===== config.mk =====
export PLATFORM = sky130hd
export DESIGN_NAME = bucketed_delta_pointer_encoder
export DESIGN_NICKNAME = d
export VERILOG_FILES = /design/src/rtl/core/bdpe_pkg.sv /design/src/rtl/core/bdpe_cfg_regs.sv /design/src/rtl/core/bdpe_encoder.sv /design/src/rtl/core/bucketed_delta_pointer_encoder.sv
export VERILOG_INCLUDE_DIRS = /design/src /design/src/rtl/core
export SDC_FILE = /design/constraint.sdc
export NUM_CORES = 1
export LEC_CHECK = 0
export ABC_AREA = 1
export BUFFER_PORTS_ARGS = -buffer_cell sky130_fd_sc_hd__buf_2
export CAP_MARGIN = 20
export CORE_MARGIN = 2
export CORE_UTILIZATION = 59
export DETAILED_ROUTE_END_ITERATION = 12
export PLACE_DENSITY_LB_ADDON = 0.3
export RECOVER_POWER = 100
export SLEW_MARGIN = 20
export SYNTH_ARGS = -nofsm -noshare
export SYNTH_HDL_FRONTEND = slang
export SYNTH_HIERARCHICAL = 1
export SYNTH_SLANG_ARGS = --single-unit

===== constraint.sdc =====
create_clock -name clk -period 7.5 [get_ports clk]
set_input_delay 1.125 -clock clk [delete_from_list [all_inputs] [get_ports clk]]
set_output_delay 1.125 -clock clk [all_outputs]
set_load 0.05 [all_outputs]

===== src/rtl/core/bucketed_delta_pointer_encoder_defines.svh =====
// ----------------------------------------------------------------------------
// Bucketed delta pointer encoder: assertion macros
// Clocked assertion wrappers; they expand to nothing in synthesis.
// ----------------------------------------------------------------------------
`ifndef BUCKETED_DELTA_POINTER_ENCODER_DEFINES_SVH
`define BUCKETED_DELTA_POINTER_ENCODER_DEFINES_SVH

`ifndef SYNTHESIS
`define BDPE_ASSERT(lbl, prop, msg) \
  lbl: assert property (@(posedge clk) disable iff (!rst_n) prop) else $error(msg);
`define BDPE_ASSERT_ALWAYS(lbl, prop, msg) \
  lbl: assert property (@(posedge clk) prop) else $error(msg);
`else
`define BDPE_ASSERT(lbl, prop, msg)
`define BDPE_ASSERT_ALWAYS(lbl, prop, msg)
`endif

`endif


===== src/rtl/core/bdpe_pkg.sv =====
// ----------------------------------------------------------------------------
// Bucketed delta pointer encoder package
// Shared widths, register map, reset values and the config and result types.
// ----------------------------------------------------------------------------
package bdpe_pkg;

  localparam int unsigned DataW      = 32;
  localparam int unsigned CodeW      = 8;
  localparam int unsigned PtrBitsDef = 32;
  localparam int unsigned AddrW      = 4;
  localparam int unsigned ApbW       = 32;

  localparam logic [CodeW-1:0] BucketSizeRst = 8'd64;
  localparam logic [DataW-1:0] EorMarkerRst  = 32'h8000_0000;
  localparam logic             MergeEorRst   = 1'b0;
  localparam logic [CodeW-1:0] EorCodeRst    = 8'd0;

  typedef enum logic [1:0] {
    RegBucketSize = 2'd0,
    RegEorMarker  = 2'd1,
    RegMergeEor   = 2'd2,
    RegEorCode    = 2'd3
  } reg_idx_t;

  typedef struct packed {
    logic [CodeW-1:0] bkt_items;
    logic [DataW-1:0] eor_marker;
    logic             merge_eor;
    logic [CodeW-1:0] eor_code;
  } cfg_t;

  typedef struct packed {
    logic [DataW-1:0] bucket_pool_index;
    logic             bucket_start;
    logic [DataW-1:0] pool_value;
    logic             pool_write;
    logic [CodeW-1:0] code_byte;
  } result_t;

endpackage


===== src/rtl/core/bdpe_cfg_regs.sv =====
// ----------------------------------------------------------------------------
// Configuration registers
// APB-style register file for bucket size, end-of-record marker, merge flag and code.
// ----------------------------------------------------------------------------
module bdpe_cfg_regs (
  input  logic                        clk,
  input  logic                        rst_n,
  input  logic                        psel,
  input  logic                        penable,
  input  logic                        pwrite,
  input  logic [bdpe_pkg::AddrW-1:0]  paddr,
  input  logic [bdpe_pkg::ApbW-1:0]   pwdata,
  output logic [bdpe_pkg::ApbW-1:0]   prdata,
  output logic                        pready,
  output bdpe_pkg::cfg_t              cfg
);

  bdpe_pkg::cfg_t     cfg_r;
  bdpe_pkg::cfg_t     cfg_nxt;
  bdpe_pkg::reg_idx_t idx;
  logic               wr_en;

  assign idx    = bdpe_pkg::reg_idx_t'(paddr[3:2]);
  assign wr_en  = psel && penable && pwrite;
  assign pready = 1'b1;
  assign cfg    = cfg_r;

  always_comb begin
    cfg_nxt = cfg_r;
    if (wr_en) begin
      unique case (idx)
        bdpe_pkg::RegBucketSize: cfg_nxt.bkt_items  = pwdata[7:0];
        bdpe_pkg::RegEorMarker:  cfg_nxt.eor_marker = pwdata[31:0];
        bdpe_pkg::RegMergeEor:   cfg_nxt.merge_eor  = pwdata[0];
        bdpe_pkg::RegEorCode:    cfg_nxt.eor_code   = pwdata[7:0];
      endcase
    end
  end

  always_comb begin
    unique case (idx)
      bdpe_pkg::RegBucketSize: prdata = 32'(cfg_r.bkt_items);
      bdpe_pkg::RegEorMarker:  prdata = cfg_r.eor_marker;
      bdpe_pkg::RegMergeEor:   prdata = 32'(cfg_r.merge_eor);
      bdpe_pkg::RegEorCode:    prdata = 32'(cfg_r.eor_code);
    endcase
  end

  always_ff @(posedge clk) begin
    if (!rst_n) begin
      cfg_r.bkt_items  <= bdpe_pkg::BucketSizeRst;
      cfg_r.eor_marker <= bdpe_pkg::EorMarkerRst;
      cfg_r.merge_eor  <= bdpe_pkg::MergeEorRst;
      cfg_r.eor_code   <= bdpe_pkg::EorCodeRst;
    end else begin
      cfg_r <= cfg_nxt;
    end
  end

endmodule


===== src/rtl/core/bdpe_encoder.sv =====
// ----------------------------------------------------------------------------
// Pointer encoder stage
// Codes one registered pointer against the running bucket state and loads
// the result register.
// ----------------------------------------------------------------------------
`include "bucketed_delta_pointer_encoder_defines.svh"

module bdpe_encoder #(
  parameter int unsigned POINTER_BITS = bdpe_pkg::PtrBitsDef
) (
  input  logic                         clk,
  input  logic                         rst_n,
  input  bdpe_pkg::cfg_t               cfg,
  input  logic                         item_valid,
  input  logic [bdpe_pkg::DataW-1:0]   item_data,
  input  logic                         res_ready,
  output logic                         advance,
  output logic                         res_valid,
  output bdpe_pkg::result_t            res
);

  logic [POINTER_BITS-1:0]        prev_r;
  logic [POINTER_BITS-1:0]        prev_nxt;
  logic [bdpe_pkg::CodeW-1:0]     pos_r;
  logic [bdpe_pkg::CodeW-1:0]     pos_nxt;
  logic [bdpe_pkg::CodeW-1:0]     ovf_cnt_r;
  logic [bdpe_pkg::CodeW-1:0]     ovf_cnt_nxt;
  logic                           anch_r;
  logic                           anch_nxt;
  logic [bdpe_pkg::DataW-1:0]     pool_cnt_r;
  logic [bdpe_pkg::DataW-1:0]     pool_cnt_nxt;
  logic                           res_valid_r;
  logic                           res_valid_nxt;
  bdpe_pkg::result_t              res_r;
  bdpe_pkg::result_t              res_nxt;

  logic [POINTER_BITS-1:0]        cur_ptr;
  logic [bdpe_pkg::DataW-1:0]     cur;
  logic [bdpe_pkg::DataW-1:0]     prev;
  logic [bdpe_pkg::DataW-1:0]     diff;
  logic [bdpe_pkg::CodeW-1:0]     size;
  logic [bdpe_pkg::CodeW-1:0]     maxd;
  logic [bdpe_pkg::CodeW-1:0]     ovf_inc;
  logic                           start;
  logic                           last;
  logic                           is_eor;
  logic                           is_ovf;

  assign advance   = item_valid && (!res_valid_r || res_ready);
  assign res_valid = res_valid_r;
  assign res       = res_r;

  assign cur_ptr = item_data[POINTER_BITS-1:0];
  assign cur     = bdpe_pkg::DataW'(cur_ptr);
  assign prev    = bdpe_pkg::DataW'(prev_r);
  assign diff    = cur - prev;
  assign size    = (cfg.bkt_items == '0) ? 8'd1 : cfg.bkt_items;
  assign maxd    = 8'd255 - size;
  assign ovf_inc = ovf_cnt_r + 8'd1;
  assign start   = (pos_r == '0);
  assign last    = ({1'b0, pos_r} + 9'd1) >= {1'b0, size};
  assign is_eor  = (cur == cfg.eor_marker) || (cfg.merge_eor && (cur > cfg.eor_marker));
  assign is_ovf  = (cur <= prev) || (diff > bdpe_pkg::DataW'(maxd)) || (last && !anch_r);

  always_comb begin
    prev_nxt      = prev_r;
    pos_nxt       = pos_r;
    ovf_cnt_nxt   = ovf_cnt_r;
    anch_nxt      = anch_r;
    pool_cnt_nxt  = pool_cnt_r;
    res_nxt       = res_r;
    res_valid_nxt = res_valid_r && !res_ready;

    if (advance) begin
      res_valid_nxt             = 1'b1;
      res_nxt.bucket_start      = start;
      res_nxt.bucket_pool_index = start ? pool_cnt_r : '0;
      res_nxt.pool_write        = 1'b0;
      res_nxt.pool_value        = '0;
      prev_nxt                  = cur_ptr;

      priority if (is_eor) begin
        res_nxt.code_byte = cfg.eor_code;
        anch_nxt          = 1'b1;
      end else if (is_ovf) begin
        ovf_cnt_nxt        = ovf_inc;
        res_nxt.code_byte  = maxd + ovf_inc;
        res_nxt.pool_write = 1'b1;
        res_nxt.pool_value = cur;
        pool_cnt_nxt       = pool_cnt_r + 32'd1;
        anch_nxt           = 1'b1;
      end else begin
        res_nxt.code_byte = diff[7:0];
      end

      if (last) begin
        pos_nxt     = '0;
        ovf_cnt_nxt = '0;
        anch_nxt    = 1'b0;
      end else begin
        pos_nxt = pos_r + 8'd1;
      end
    end
  end

  always_ff @(posedge clk) begin
    if (!rst_n) begin
      prev_r      <= '0;
      pos_r       <= '0;
      ovf_cnt_r   <= '0;
      anch_r      <= 1'b0;
      pool_cnt_r  <= '0;
      res_valid_r <= 1'b0;
    end else begin
      prev_r      <= prev_nxt;
      pos_r       <= pos_nxt;
      ovf_cnt_r   <= ovf_cnt_nxt;
      anch_r      <= anch_nxt;
      pool_cnt_r  <= pool_cnt_nxt;
      res_valid_r <= res_valid_nxt;
    end
  end

  always_ff @(posedge clk) begin
    res_r <= res_nxt;
  end

  `BDPE_ASSERT(a_pool_cnt_step, (advance && res_nxt.pool_write) |=> (pool_cnt_r == $past(pool_cnt_r) + 32'd1), "pool count did not step on a pool write")
  `BDPE_ASSERT(a_pool_cnt_hold, (!advance || !res_nxt.pool_write) |=> $stable(pool_cnt_r), "pool count moved without a pool write")
  `BDPE_ASSERT(a_bucket_close, (advance && last) |=> (pos_r == '0 && ovf_cnt_r == '0 && !anch_r), "bucket state not cleared at bucket close")
  `BDPE_ASSERT(a_ovf_anchored, (ovf_cnt_r != '0) |-> anch_r, "overflow counted in an unanchored bucket")

endmodule


===== src/rtl/core/bucketed_delta_pointer_encoder.sv =====
// ----------------------------------------------------------------------------
// Bucketed delta pointer encoder
// Turns a stream of successor pointers into one code byte per pointer.
// ----------------------------------------------------------------------------
// Input channel in_*: one successor pointer per item in in_tdata.
// Output channel out_*: one result item per input item, in order, carrying
// the code byte, the absolute pointer for the pool when one is written, and
// the pool entry count at the start of each bucket.
// Config port cfg_*: APB-style, registers at byte addresses 0 (bucket size),
// 4 (end-of-record marker), 8 (merge flag), 12 (end-of-record code).
// Write the registers only while no item is in flight.
// Path: an item accepted on in_* passes through the input register and then
// the result register before it is on out_*.
// Throughput: one item per cycle while out_tready is high; the only loop is the
// previous pointer and bucket counters, updated by the encoder stage per item.
// Reset: the previous pointer, bucket position, overflow count, anchor flag
// and pool count clear to zero; registers take their reset values.
// Stall: while out_tready is low the result holds, the input register fills,
// and in_tready drops only once both registers hold an item.
// ----------------------------------------------------------------------------
module bucketed_delta_pointer_encoder #(
  parameter int unsigned POINTER_BITS = bdpe_pkg::PtrBitsDef
) (
  input  logic                        clk,
  input  logic                        rst_n,
  input  logic                        in_tvalid,
  output logic                        in_tready,
  input  logic [31:0]                 in_tdata,     // [31:0] successor
  output logic                        out_tvalid,
  input  logic                        out_tready,
  output logic [71:0]                 out_tdata,    // [7:0] code_byte, [39:8] pool_value,
                                                    // [71:40] bucket_pool_index
  output logic [1:0]                  out_tuser,    // [0] pool_write, [1] bucket_start
  input  logic                        cfg_psel,
  input  logic                        cfg_penable,
  input  logic                        cfg_pwrite,
  input  logic [bdpe_pkg::AddrW-1:0]  cfg_paddr,
  input  logic [bdpe_pkg::ApbW-1:0]   cfg_pwdata,
  output logic [bdpe_pkg::ApbW-1:0]   cfg_prdata,
  output logic                        cfg_pready
);

  bdpe_pkg::cfg_t             cfg;
  bdpe_pkg::result_t          res;
  logic                       advance;
  logic                       in_valid_r;
  logic                       in_valid_nxt;
  logic [bdpe_pkg::DataW-1:0] in_data_r;
  logic [bdpe_pkg::DataW-1:0] in_data_nxt;
  logic                       in_accept;

  assign in_tready = !in_valid_r || advance;
  assign in_accept = in_tvalid && in_tready;

  always_comb begin
    in_valid_nxt = in_valid_r;
    in_data_nxt  = in_data_r;
    if (in_accept) begin
      in_valid_nxt = 1'b1;
      in_data_nxt  = in_tdata;
    end else if (advance) begin
      in_valid_nxt = 1'b0;
    end
  end

  always_ff @(posedge clk) begin
    if (!rst_n) begin
      in_valid_r <= 1'b0;
    end else begin
      in_valid_r <= in_valid_nxt;
    end
  end

  always_ff @(posedge clk) begin
    in_data_r <= in_data_nxt;
  end

  bdpe_cfg_regs u_cfg_regs (
    .clk     (clk),
    .rst_n   (rst_n),
    .psel    (cfg_psel),
    .penable (cfg_penable),
    .pwrite  (cfg_pwrite),
    .paddr   (cfg_paddr),
    .pwdata  (cfg_pwdata),
    .prdata  (cfg_prdata),
    .pready  (cfg_pready),
    .cfg     (cfg)
  );

  bdpe_encoder #(
    .POINTER_BITS (POINTER_BITS)
  ) u_encoder (
    .clk        (clk),
    .rst_n      (rst_n),
    .cfg        (cfg),
    .item_valid (in_valid_r),
    .item_data  (in_data_r),
    .res_ready  (out_tready),
    .advance    (advance),
    .res_valid  (out_tvalid),
    .res        (res)
  );

  assign out_tdata = {res.bucket_pool_index, res.pool_value, res.code_byte};
  assign out_tuser = {res.bucket_start, res.pool_write};

endmodule


* Word-level counts from Yosys, hierarchy flattened
Cells that the tools add are included. W data, S select, Z words.
Word-level totals: register bits 238, input bits 75, output and inout bits 109, logic and storage cells 80
Cells by class: add/sub/neg operators 7, order comparisons 4, equality and inequality tests 5, multiplexer cells 15, bitwise logic cells 2, reductions and logical operators 30
Operators with widths (count):
- $pmux W32 S4 | 1
- $mux W8 | 7
- $add A32 B1 Y32 const B | 1
- $eq A32 B32 Y1 | 1
- $gt A32 B32 Y1 | 1
- $gt A32 B8 Y1 | 1
- $le A32 B32 Y1 | 1
- $sub A32 B32 Y32 | 1
- $add A8 B1 Y8 const B | 2
- $logic_not A8 Y1 | 2
- $reduce_and A2 Y1 | 5
- $add A8 B1 Y9 const B | 1
- $ge A9 B8 Y1 | 1
- $add A8 B8 Y8 | 1
- $sub A8 B8 Y8 const A | 1
- $logic_and A1 B1 Y1 | 7
- $mux W1 | 7
- $reduce_and A3 Y1 | 2
- $logic_or A1 B1 Y1 | 5
- $eq A2 B2 Y1 const B | 2
- $logic_not A1 Y1 | 4
- $reduce_bool A2 Y1 | 2
- $reduce_bool A3 Y1 | 1
- $eq A2 B1 Y1 const B | 1
- 4 further kinds | 5

* Depth between registers and ports, before layout
word-level depth 9, depth in mapped cells 30, gate-level depth less buffers 29

* By module
Netlist, hierarchy kept.
By module, submodules not included:
- bdpe_encoder | instances 1, cells each 1572, area each 10954.3 sq um, seq. area each 3863.7 sq um
- bdpe_cfg_regs | instances 1, cells each 394, area each 2412.3 sq um, seq. area each 980.9 sq um
- bucketed_delta_pointer_encoder | instances 1, cells each 39, area each 1012.2 sq um, seq. area each 980.9 sq um

* Worst setup path after synthesis
OpenSTA, ideal clock, no wires.
path type input to register, from input port out_tready, to register in_data_r[0] (netlist bit), enable pin, library setup time 0.432 ns, data arrival time 5.495 ns, data required time 7.068 ns, path slack 1.574 ns, cell stages on the path 7, path buffers 1, cells stage by stage inv_1 nand2_1 nand2_1 inv_2 clkbuf_1 inv_2 a21oi_1
Between the ends: longest elaborated chain between the ends 4
Ends and longest elaborated chain:
- start: declaration | line bucketed_delta_pointer_encoder.sv:30 | input logic out_tready,
- $logic_or A1 B1 Y1 | line bdpe_encoder.sv:49 | assign advance = item_valid && (!res_valid_r || res_ready);
- $logic_and A1 B1 Y1 | line bdpe_encoder.sv:49
- via advance | line bucketed_delta_pointer_encoder.sv:45 | logic advance;
- $logic_or A1 B1 Y1 | line bucketed_delta_pointer_encoder.sv:52 | assign in_tready = !in_valid_r || advance;
- $logic_and A1 B1 Y1 | line bucketed_delta_pointer_encoder.sv:53 | assign in_accept = in_tvalid && in_tready;
- via in_accept | line bucketed_delta_pointer_encoder.sv:50 | logic in_accept;
- end signal: assignment | line bucketed_delta_pointer_encoder.sv:75 | in_data_r <= in_data_nxt;
- end: declaration | line bucketed_delta_pointer_encoder.sv:48 | logic [bdpe_pkg::DataW-1:0] in_data_r;
The timed path passes the listed nets, and every way through them passes these cells. A chain may end at the register's enable or synchronous reset.

* Worst setup path in the final report
from register in_data_r[0] (netlist bit), to register u_encoder.res_r, in the netlist u_encoder/res[1] (data pin)
Between the ends: longest elaborated chain between the ends 6, elaborated cells on any way between the ends 11, those cells by class 1 x add/sub; 3 x order compare; 1 x eq/ne; 2 x mux; 4 x reduce/logical
Ends and longest elaborated chain:
- $sub A32 B32 Y32 | line bdpe_encoder.sv:56 | assign diff = cur - prev;
- $gt A32 B8 Y1 | line bdpe_encoder.sv:63 | assign is_ovf = (cur <= prev) || (diff > bdpe_pkg::DataW'(maxd)) || (last && !anch_r);
- $logic_or A1 B1 Y1 (2 in series) | line bdpe_encoder.sv:63
- $mux W8 | line bdpe_encoder.sv:85 | end else if (is_ovf) begin
- $mux W8 (*) | line bdpe_encoder.sv:82 | priority if (is_eor) begin
- end signal: assignment | line bdpe_encoder.sv:125 | res_r <= res_nxt;
- end: declaration | line bdpe_encoder.sv:34 | bdpe_pkg::result_t res_r;
Mark *: on every way between the ends. The rest lies on a longest branch, timed or not.

==> out/results.ini <==
[die]
dieArea_um2=25600
initial_core_util_pct=59.6
core_um2=24100
die_w_um=160
rows=57
ios=184
die_y_um=160

[critical_path]
crit_required_ns=7.76
r2r_start=in_data_r[0]
r2r-end=u_encoder/res[1]
cpMostUsedCell=nand2_1
critical_path_peak_fanout=39
critPathLaunchType=register
crit_slowest_cell=nand2_1
arrival_ns=6.27
r2r_setup_slack_ns=1.49
crit_type=reg2reg
critPathMaxStageDelay_ns=1.30
r2r_cells=26
end_kind=register

[clocking]
clockBufferDepth=3
cts.clk_slew.worst_paths_ns=0.06
insertion_delay_ns=0.53
cts_root_buf=clkbuf_16
cts_tree=built
clock-sinks=238
cts_buffers=26
cts-resized-gates=0
postCtsSetupRepairBufs=0
postCtsHoldBufs=0
htree_levels=1

[drt]
drc_errors=0
vias=13147
dr.first_iter.drc_count=1055
first_pass_iters=5
detail-route-antenna-nets=0
routed_wl_um=37600
vias_per_cell=5.26
wire_per_inst_um=15.0

[timing]
finalSetupViolCount=0
fin_crit_ns=6.01
tightest_slew_ns=3.79
rsz0062_at_grt=false
timing.fmax_mhz=166
hold_viol=0
clock_skew_ns=0.00771
maxSlewHeadroom_pct=-153
period_share_pct=80.1
holdWs_ns=0.459
maxSlewViolCount=368
setup_tns_ns=0

[cells_and_area]
final_common_cell=nand2_1
final_cells=2500
drive_above_1_share_pct=6.48
antenna_cells=0
fin_nets=2324
nFillCells=2194
area_growth_pct=12.0
finish.instance_area_um2=16100
most-common-layout-cells=nand2_1, inv_1, nor2_1

[placed_design]
dp_hpwl_um=27600
placed_cells=2452
dpl_cell_area_um2=15400
gp_congestion=0.907
port-buffer-count=180

[synthesis]
syn_nets=2173
avgSynthCellArea_um2=7.17
synthFlopType=dfxtp_1
synth_edf_count=106
ys_types=40
netlist_instances=2005
async_flop_share_pct=0
ys_seq_area_share_pct=40.5
yosys_warnings=6
ys_ff_latch=238
synth.cell_area_um2=14400

[min_path]
hold_class=reg2reg
min_to=u_encoder/prev[10]
hold_depth=2
min_from=u_encoder/prev[10]

[grt]
grt_max_degree=98
grt_pass1_vias=12174
grt_overflow=0
antenna_found_initial=0
track_usage_pct=29.0
grt_pass1_wl_um=60800

[pwr]
combPwrFrac_pct=20.9
internal_power_w=0.00243
switchingPower_w=0.00106
power-per-cell-area_nw_per_um2=217
peakVddDrop_mv=0.193
p_seq_share_pct=42.3
p_leak_nw=7.14
clkPwrFrac_pct=36.8
switching_share_pct=30.4

[run_status]
violations=capacitance limit, slew limit
status=finished with violations

[run]
cap_viol_max_count=7

[cell families after synthesis]
group           after synthesis  share of synthesized area (%)
compound gates              197                           7.21
xor+xnor                     51                           3.11
other cells                   1                         0.0261
buf+inv                     428                           11.9
flops                       238                           40.5
fa+ha+maj                    93                           8.20
simple gates                997                           29.1
[metrics by stage]
stage / utilization [%] / total power (W) / setup WS, ns
after floorplan: - / 0.00204 / 1.57
after global placement: 64.0 / 0.00221 / 2.45
after detailed placement: 64.0 / 0.00222 / 2.27
after CTS: 67.5 / 0.00350 / 2.28
after global routing: 66.8 / 0.00365 / 0.937
final: 66.8 / 0.00349 / 1.49
[cell usage after synthesis (6+ instances only)]
cell	count	area (um^2)
nand3b_1	6	45.0
inv_1	354	1330
inv_2	8	30.0
dfxtp_1	132	2640
xor2_1	48	420
edfxtp_1	106	3180
nor2_2	8	50.1
clkbuf_1	28	105
nand3_1	156	781
ha_1	91	1140
o21ai_0	50	250
a21oi_1	124	621
buf_1	7	26.3
nand4_1	24	150
nor2_1	306	1150
buf_4	9	67.6
nand2_1	441	1660
buf_6	6	67.6
nor4_1	11	68.8
buf_2	15	75.1
nor3_1	25	125
nand2_2	8	50.1
a211oi_1	7	52.6
[metal layers]
layer	global-route usage [%]	vias to the layer above	wire, um
li1	-	6643	-
met1	38.7	6007	16600
met2	49.5	440	17700
met3	3.45	57	2160
met4	8.89	0	1100
met5	0	-	0
[how the worst max path moves through the flow]
stage	start	end	slack [ns]	cells after the start
6_report	in_data_r[0]	u_encoder/res[1]	1.49	26
5_1_grt	in_data_r[0]	u_encoder/pool_cnt_r[8]	0.94	26
4_1_cts	in_data_r[0]	u_encoder/res[1]	2.28	26
3_5_place_dp	in_data_r[0]	u_encoder/res[1]	2.27	26
3_3_place_gp	in_data_r[0]	u_encoder/res[1]	2.45	26
2_1_floorplan	out_tready	in_data_r[0]	1.57	7
[power by group through the flow]
| stage | combinational [W] | clock [W] | sequential, W |
|---|---|---|---|
| after global routing | 0.000815 | 0.00135 | 0.00148 |
| after floorplan | 0.000460 | 0 | 0.00158 |
| after detailed placement | 0.000723 | 0 | 0.00150 |
| after global placement | 0.000708 | 0 | 0.00150 |
| after CTS | 0.000728 | 0.00130 | 0.00147 |
| final | 0.000728 | 0.00128 | 0.00148 |
[worst max-delay path, delay by kind of cell (launching register included)]
family                     cells  cell delay, ns
buffers and inverters          3            0.99
DFF                            1            0.36
xor gates and xnor gates       1            0.28
and+or+nand+nor               19            3.19
adders and majority gates      3            0.89
[flip-flops by register name, summed over array words and instances (netlist names)]
| register | cells |
|---|---|
| u_encoder/pos_r | 8 |
| in_data_r | 32 |
| u_encoder/anch_r | 1 |
| u_encoder/ovf_cnt_r | 8 |
| u_encoder/pool_cnt_r | 32 |
| u_encoder/prev | 32 |
| u_encoder/res | 74 |
| in_valid_r | 1 |
| u_cfg_regs/cfg | 49 |
| u_encoder/res_valid | 1 |
[cell type report]
class | instances | area (um^2) | area share, %
tap | 324 | 405 | 2.52
clock buffer | 41 | 748 | 4.65
sequential | 238 | 5830 | 36.2
clock inverter | 7 | 110 | 0.684
multi-input combinational | 1339 | 6840 | 42.5
timing repair buffer | 188 | 808 | 5.02
inverter | 363 | 1370 | 8.48
Note: power is estimated with default switching activity, not from simulation.
